[src/rtl/gpc_pkg.sv]
`timescale 1ns / 1ps
`default_nettype none

package gpc_pkg;

   // Default geometry of the block.
   localparam int DEFAULT_NUM_PORTS     = 3;
   localparam int DEFAULT_PINS_PER_PORT = 16;

   // Command codes.
   localparam logic [2:0] CMD_SET_MODE   = 3'd0;
   localparam logic [2:0] CMD_SET_OTYPE  = 3'd1;
   localparam logic [2:0] CMD_SET_PUPD   = 3'd2;
   localparam logic [2:0] CMD_SET_AF     = 3'd3;
   localparam logic [2:0] CMD_WRITE_PIN  = 3'd4;
   localparam logic [2:0] CMD_WRITE_PORT = 3'd5;
   localparam logic [2:0] CMD_READ_PIN   = 3'd6;
   localparam logic [2:0] CMD_TOGGLE     = 3'd7;

   // Port codes.
   localparam logic [1:0] PORT_A = 2'd0;
   localparam logic [1:0] PORT_B = 2'd1;

   // Result status codes.
   localparam logic [1:0] STATUS_DONE    = 2'd0;
   localparam logic [1:0] STATUS_DEBUG   = 2'd1;
   localparam logic [1:0] STATUS_INVALID = 2'd2;

   // Whole-port write masks that keep the debug pins untouched.
   localparam logic [15:0] PORT_A_WRITE_MASK = 16'h1FFF;
   localparam logic [15:0] PORT_B_WRITE_MASK = 16'hFFE7;

   // Debug pin numbers.
   localparam logic [3:0] PORT_A_DEBUG_FIRST = 4'd13;
   localparam logic [3:0] PORT_B_DEBUG_LOW   = 4'd3;
   localparam logic [3:0] PORT_B_DEBUG_HIGH  = 4'd4;

   typedef struct packed {
      logic [2:0]  cmd;
      logic [1:0]  port;
      logic [3:0]  pin;
      logic [3:0]  field_value;
      logic [1:0]  speed;
      logic [15:0] port_data;
      logic [15:0] pad_levels;
   } req_type;

   typedef struct packed {
      logic [1:0]  status;
      logic        pin_value;
      logic [15:0] output_data;
   } rsp_type;

   // True for the pins that carry the debug interface.
   function automatic logic is_debug_pin(input logic [1:0] port, input logic [3:0] pin);
      logic hit;
      hit = 1'b0;
      if (port == PORT_A) begin
         hit = (pin >= PORT_A_DEBUG_FIRST);
      end else if (port == PORT_B) begin
         hit = (pin == PORT_B_DEBUG_LOW) || (pin == PORT_B_DEBUG_HIGH);
      end
      return hit;
   endfunction

endpackage

`default_nettype wire

[src/rtl/gpc_port_regs.sv]
`timescale 1ns / 1ps
`default_nettype none

module gpc_port_regs #(
   parameter int NUM_PORTS     = gpc_pkg::DEFAULT_NUM_PORTS,
   parameter int PINS_PER_PORT = gpc_pkg::DEFAULT_PINS_PER_PORT
) (
   input  wire logic             clock,
   input  wire logic             reset,
   input  wire logic             item_valid,
   input  wire gpc_pkg::req_type item,
   output gpc_pkg::rsp_type      result
);

   localparam int IDX_W      = (NUM_PORTS > 1) ? $clog2(NUM_PORTS) : 1;
   localparam int PORT_EXT_W = (IDX_W > 2) ? IDX_W : 2;
   localparam int PIN_IDX_W  = $clog2(PINS_PER_PORT);

   // Per-port register file, one entry per port.
   logic [PINS_PER_PORT-1:0][1:0] mode_ff   [NUM_PORTS];
   logic [PINS_PER_PORT-1:0]      otype_ff  [NUM_PORTS];
   logic [PINS_PER_PORT-1:0][1:0] ospeed_ff [NUM_PORTS];
   logic [PINS_PER_PORT-1:0][1:0] pupd_ff   [NUM_PORTS];
   logic [PINS_PER_PORT-1:0][3:0] afr_ff    [NUM_PORTS];
   logic [PINS_PER_PORT-1:0]      odr_ff    [NUM_PORTS];

   logic [PORT_EXT_W-1:0]    port_ext;
   logic [IDX_W-1:0]         port_idx;
   logic [PIN_IDX_W-1:0]     pin_idx;
   logic                     port_ok;
   logic                     pin_ok;
   logic                     debug_hit;
   logic [15:0]              port_word;
   logic [PINS_PER_PORT-1:0] odr_cur;
   logic [PINS_PER_PORT-1:0] odr_in;
   logic                     mode_we;
   logic                     otype_we;
   logic                     pupd_we;
   logic                     af_we;
   logic [1:0]               status;
   logic                     pin_value;

   // Decode the port and pin of the item.
   assign port_ext  = PORT_EXT_W'(item.port);
   assign port_idx  = port_ext[IDX_W-1:0];
   assign pin_idx   = item.pin[PIN_IDX_W-1:0];
   assign port_ok   = (32'(item.port) < NUM_PORTS);
   assign pin_ok    = (32'(item.pin) < PINS_PER_PORT);
   assign debug_hit = gpc_pkg::is_debug_pin(item.port, item.pin);
   assign odr_cur   = odr_ff[port_idx];

   // Whole-port write data with the debug pins masked off.
   always_comb begin
      port_word = item.port_data;
      if (item.port == gpc_pkg::PORT_A) begin
         port_word = item.port_data & gpc_pkg::PORT_A_WRITE_MASK;
      end else if (item.port == gpc_pkg::PORT_B) begin
         port_word = item.port_data & gpc_pkg::PORT_B_WRITE_MASK;
      end
   end

   // Command decode and the new output data word.
   always_comb begin
      status    = gpc_pkg::STATUS_DONE;
      pin_value = 1'b0;
      odr_in    = odr_cur;
      mode_we   = 1'b0;
      otype_we  = 1'b0;
      pupd_we   = 1'b0;
      af_we     = 1'b0;
      if (!port_ok) begin
         status = gpc_pkg::STATUS_INVALID;
      end else if (item.cmd == gpc_pkg::CMD_WRITE_PORT) begin
         odr_in = port_word[PINS_PER_PORT-1:0];
      end else if (debug_hit) begin
         status = gpc_pkg::STATUS_DEBUG;
      end else if (pin_ok) begin
         case (item.cmd)
            gpc_pkg::CMD_SET_MODE: begin
               mode_we = 1'b1;
            end
            gpc_pkg::CMD_SET_OTYPE: begin
               otype_we = 1'b1;
            end
            gpc_pkg::CMD_SET_PUPD: begin
               pupd_we = 1'b1;
            end
            gpc_pkg::CMD_SET_AF: begin
               af_we = 1'b1;
            end
            gpc_pkg::CMD_WRITE_PIN: begin
               odr_in[pin_idx] = item.field_value[0];
            end
            gpc_pkg::CMD_READ_PIN: begin
               pin_value = item.pad_levels[item.pin];
            end
            gpc_pkg::CMD_TOGGLE: begin
               odr_in[pin_idx] = ~odr_cur[pin_idx];
            end
            default: begin
               odr_in = odr_cur;
            end
         endcase
      end
   end

   assign result.status      = status;
   assign result.pin_value   = pin_value;
   assign result.output_data = port_ok ? 16'(odr_in) : 16'h0000;

   // Register file update; an invalid port touches nothing.
   always_ff @(posedge clock) begin
      if (reset) begin
         for (int p = 0; p < NUM_PORTS; p++) begin
            mode_ff[p]   <= '0;
            otype_ff[p]  <= '0;
            ospeed_ff[p] <= '0;
            pupd_ff[p]   <= '0;
            afr_ff[p]    <= '0;
            odr_ff[p]    <= '0;
         end
      end else if (item_valid && port_ok) begin
         odr_ff[port_idx] <= odr_in;
         if (mode_we) begin
            mode_ff[port_idx][pin_idx] <= item.field_value[1:0];
         end
         if (otype_we) begin
            otype_ff[port_idx][pin_idx]  <= item.field_value[0];
            ospeed_ff[port_idx][pin_idx] <= item.speed;
         end
         if (pupd_we) begin
            pupd_ff[port_idx][pin_idx] <= item.field_value[1:0];
         end
         if (af_we) begin
            afr_ff[port_idx][pin_idx] <= item.field_value;
         end
      end
   end

endmodule

`default_nettype wire

[src/rtl/gpio_port_pin_controller.sv]
`timescale 1ns / 1ps
`default_nettype none

// Channel   Ports                          Transfer
// --------  -----------------------------  ----------------------------------
// command   start, busy, req_payload       start high and busy low at an edge
// result    rsp_strobe, rsp_payload        rsp_strobe high for one cycle
//
// One command is taken in every cycle; busy stays low.
// A result passes first through the input register, then through the
// register file read-modify-write into the result register.
// Commands to the same port in consecutive cycles see each other's updates.
// Reset clears all port registers and drops any command in flight.
// The receiver cannot stall, so every result is shown for exactly one cycle.

module gpio_port_pin_controller #(
   parameter int NUM_PORTS     = gpc_pkg::DEFAULT_NUM_PORTS,
   parameter int PINS_PER_PORT = gpc_pkg::DEFAULT_PINS_PER_PORT
) (
   input  wire logic             clock,
   input  wire logic             reset,
   input  wire logic             start,
   output      logic             busy,
   input  wire gpc_pkg::req_type req_payload,
   output      logic             rsp_strobe,
   output gpc_pkg::rsp_type      rsp_payload
);

   logic             item_valid_ff;
   logic             item_valid_in;
   gpc_pkg::req_type item_ff;
   gpc_pkg::rsp_type result;
   logic             rsp_strobe_ff;
   gpc_pkg::rsp_type rsp_ff;

   assign busy          = 1'b0;
   assign item_valid_in = start && !busy;

   // Input register.
   always_ff @(posedge clock) begin
      if (reset) begin
         item_valid_ff <= 1'b0;
      end else begin
         item_valid_ff <= item_valid_in;
      end
   end

   always_ff @(posedge clock) begin
      if (item_valid_in) begin
         item_ff <= req_payload;
      end
   end

   gpc_port_regs #(
      .NUM_PORTS     (NUM_PORTS),
      .PINS_PER_PORT (PINS_PER_PORT)
   ) u_port_regs (
      .clock      (clock),
      .reset      (reset),
      .item_valid (item_valid_ff),
      .item       (item_ff),
      .result     (result)
   );

   // Result register.
   always_ff @(posedge clock) begin
      if (reset) begin
         rsp_strobe_ff <= 1'b0;
      end else begin
         rsp_strobe_ff <= item_valid_ff;
      end
   end

   always_ff @(posedge clock) begin
      if (item_valid_ff) begin
         rsp_ff <= result;
      end
   end

   assign rsp_strobe  = rsp_strobe_ff;
   assign rsp_payload = rsp_ff;

   // Every accepted command reaches the result port through the input and result registers.
   a_cmd_to_rsp: assert property (@(posedge clock) disable iff (reset)
      item_valid_in |=> ##1 rsp_strobe)
      else $error("accepted command produced no result");

   // A result is only shown for a command that was in the input register.
   a_rsp_has_cmd: assert property (@(posedge clock) disable iff (reset)
      rsp_strobe |-> $past(item_valid_ff))
      else $error("result without a command");

   // An invalid port reports nothing but its status.
   a_invalid_zero: assert property (@(posedge clock) disable iff (reset)
      (rsp_strobe && rsp_payload.status == gpc_pkg::STATUS_INVALID)
         |-> (rsp_payload.output_data == 16'h0000 && !rsp_payload.pin_value))
      else $error("invalid port result carries data");

   // Only a pin read can return a pad level.
   a_pin_value_read: assert property (@(posedge clock) disable iff (reset)
      (item_valid_ff && item_ff.cmd != gpc_pkg::CMD_READ_PIN)
         |=> !rsp_payload.pin_value)
      else $error("pin value set by a command other than a pin read");

endmodule

`default_nettype wire
[config.mk]
export PLATFORM = sky130hd
export DESIGN_NAME = gpio_port_pin_controller
export DESIGN_NICKNAME = d
export VERILOG_FILES = /design/src/rtl/gpc_pkg.sv /design/src/rtl/gpc_port_regs.sv /design/src/rtl/gpio_port_pin_controller.sv
export SDC_FILE = /design/constraint.sdc
export NUM_CORES = 1
export LEC_CHECK = 0
export BUFFER_PORTS_ARGS = -buffer_cell sky130_fd_sc_hd__buf_2
export CAP_MARGIN = 0
export CORE_MARGIN = 5
export CORE_UTILIZATION = 28
export DETAILED_ROUTE_END_ITERATION = 10
export GPL_ROUTABILITY_DRIVEN = 0
export HOLD_SLACK_MARGIN = 0.03
export PLACE_DENSITY = 0.46
export SLEW_MARGIN = 15
export SYNTH_ARGS = -nofsm -noshare
export SYNTH_HDL_FRONTEND = slang
export SYNTH_SLANG_ARGS = --single-unit
[constraint.sdc]
create_clock -name clock -period 2.4 [get_ports clock]
set_input_delay 0.12 -clock clock [delete_from_list [all_inputs] [get_ports clock]]
set_output_delay 0.12 -clock clock [all_outputs]
set_load 0.05 [all_outputs]
==> flow_summary.toml <==
[synth]
synthTopCellsByArea = "edfxtp_1 (58%), mux4_2 (4.5%), a21oi_1 (3.3%), mux4_1 (3.2%), mux2i_1 (2.8%)"
ys_seq_elements = 129
synth_top_area_share_pct = 57.7
synthFlopType = "edfxtp_1"
yosysMostFrequentCell = "edfxtp_1"
synthCells = 499
ys_warn_count = 0
synth_area_leader_cell = "edfxtp_1"
seq_area_frac_synth_pct = 58.9
synth_edf_count = 125
async_flop_share_pct = 0
synth_commonest_cells = "edfxtp_1 (125), a21oi_1 (43), nand2_1 (35), nor2_1 (31), clkbuf_1 (21)"
syn_avg_cell_area_sq_um = 13.0
synthesis.area_sq_um = 6500
yosys.cell_types.count = 59

[setup_path]
worst-path-max-fanout = 5
path_class = "flip-flop to flip-flop"
critPathRequiredTime_ns = 2.57
cp-start-kind = "flip-flop"
arrival_ns = 2.44
cp-end-kind = "flip-flop"

[drt]
drc_errors = 0
vias_per_cell = 4.96
drtIter0Drc = 304
antenna_left = 0
dr.pass1.iters = 5
wirelength_mm = 18.8
routed-via-count = 4872
routedWlPerCell_microns = 19.1

[placement]
placed_area_sq_um = 7580
hpwl_mm = 13.0
dp_worst_setup_slack_ns = -0.0598
portBuffers = 64

[finish]
area_growth_pct = 33.0
num_antenna_cells = 0
layout-drive-gt1-share_pct = 27.2
fin_area_sq_um = 8650
fillers = 2146
seqCellArea_sq_um = 3830
multi_input_area_sq_um = 2520
nets = 706

[global_routing]
grt_pass1_vias = 5081
grt_max_degree = 21
track_usage_pct = 14.3
grt_pass1_wl_mm = 28.6
antenna_found_initial = 0
overflow = 0

[sta]
slew_headroom_pct = 59.9
fin_crit_ns = 2.27
maxSlewViolCount = 0
tightest_slew_ns = 0.600
clock.fmax_mhz = 441
finalHoldViolCount = 0
finalClockSkew_ns = 0.0114
worst_slack_ns = 0.130
setup_viol = 0
whs_ns = 0.175
rsz0062_at_grt = "yes"
final.period_utilization_pct = 94.6

[run]
maxCapViolations = 0

[cts]
cts.clk_slew.worst_paths_ns = 0.06
cts_htree_levels = 4
cts_tree = "yes"
cts-buffers-inserted = 17
clock_latency_ns = 0.42
cts-root-buf = "clkbuf_16"
clkSinkCount = 129
clockBufferDepth = 2

[outcome]
outcome = "completed"

[die]
die_w_microns = 162
die_height_microns = 162
coreArea_sq_um = 22800
rows = 55
dieArea_sq_um = 26400
ios = 71
initial_utilization_pct = 28.6

[pwr]
switching_share_pct = 26.7
ir_drop_uv = 483
p_clk_share_pct = 39.8
seq_power_share_pct = 41.9
switchingPower_mw = 1.76
comb_power_share_pct = 18.2
power.leakage_nw = 3.26
internal-power_mw = 4.83
powerDensity_nw_per_um2 = 762

[min_path]
hp-class = "input port to flip-flop"
==> power by group through the flow <==
stage / sequential (mW) / combinational (mW) / clock [mW]
final: 2.76 / 1.20 / 2.62
after global routing: 2.78 / 1.30 / 2.80
after detailed placement: 2.81 / 1.12 / 0
after floorplan: 2.86 / 0.626 / 0
after CTS: 2.76 / 1.18 / 2.69
after global placement: 2.80 / 1.11 / 0
==> registers in the layout, indices dropped and copies added (netlist names), named ones only <==
register	flops
u_port_regs.odr_ff	64
item_ff	42
rsp_payload	19
item_valid_ff	1
rsp_strobe	1
==> final timing paths <==
path / slack, ns / cells after the start / startpoint / to
worst max-delay path: 0.13 / 7 / item_ff[45]$_DFFE_PP_ / u_port_regs.odr_ff[2][13]$_SDFFCE_PN0P_
worst min-delay path: 0.17 / 1 / start / item_ff[19]$_DFFE_PP_
worst max register to register: 0.13 / 7 / item_ff[45]$_DFFE_PP_ / u_port_regs.odr_ff[2][13]$_SDFFCE_PN0P_
worst min register to register: 0.52 / 2 / item_valid_ff$_SDFF_PP0_ / rsp_strobe$_SDFF_PP0_
==> worst max-delay path: stages, from the launching register on <==
cell	delay (ns)
edfxtp_1	0.41
nand3b_1	0.31
buf_4	0.23
nand3_1	0.23
nor4_1	0.11
a2111oi_2	0.48
buf_4	0.21
nor2_1	0.04
==> cell families (layout without fill, tap and decap cells) <==
kind of cell | count (synthesis) | after routing | synth area share (%)
buffers and inverters | 48 | 202 | 3.52
xor gates and xnor gates | 6 | 6 | 0.808
DFF | 129 | 129 | 58.9
other | 1 | 17 | 0.0577
and+or+nand+nor | 135 | 135 | 11.8
muxes | 41 | 41 | 10.9
AOI/OAI and AO/OA | 139 | 139 | 14.0
==> cell type report <==
| cell class | count | area share [%] |
|---|---|---|
| well taps | 313 | 4.53 |
| flip-flops and latches | 129 | 44.3 |
| repair buffers | 163 | 14.7 |
| multi-input cells | 338 | 29.1 |
| clock buffers | 18 | 4.96 |
| clock inverters | 14 | 2.05 |
| inverters | 7 | 0.304 |
==> metal layers <==
layer | share of wire [%] | global-route usage, % | vias up
met5 | 0 | 0 | -
met4 | 1.7 | 4.69 | 0
met3 | 5.7 | 4.05 | 23
met2 | 49 | 24.9 | 156
met1 | 43 | 17.1 | 2400
li1 | - | - | 2293
==> cells in the final DEF (no fill, tap or decap), types with 14 or more instances in the layout <==
cell type      Yosys  layout
edfxtp_1         125     125
buf_2             14      64
buf_4              2      48
a21oi_1           43      43
dlygate4sd3_1      0      43
nand2_1           35      35
nor2_1            31      31
a31oi_1           20      20
mux2i_1           18      18
conb_1             1      17
clkbuf_16          0      17
mux4_2            13      14
o21ai_1            7      14
==> stage by stage <==
stage | util (%) | std cells | total power, mW | TNS, ns
floorplan | - | 515 | 3.49 | 0
CTS | 37.9 | 982 | 6.63 | 0
detailed placement | 33.3 | 905 | 3.93 | -0.196
finish | 38.0 | 982 | 6.59 | 0
global placement | 33.3 | 905 | 3.91 | -0.340
global route | 38.0 | 982 | 6.88 | -0.0342
==> repair_timing <==
action                                  4_1_cts  5_1_grt
hold buffers                                 43        0
gates cloned                                  0        0
resized for setup                             1       12
buffers inserted                              2        0
endpoints found under the setup margin        8       47
endpoints found under the hold margin        45        0
Note: power is estimated with default switching activity, not from simulation.
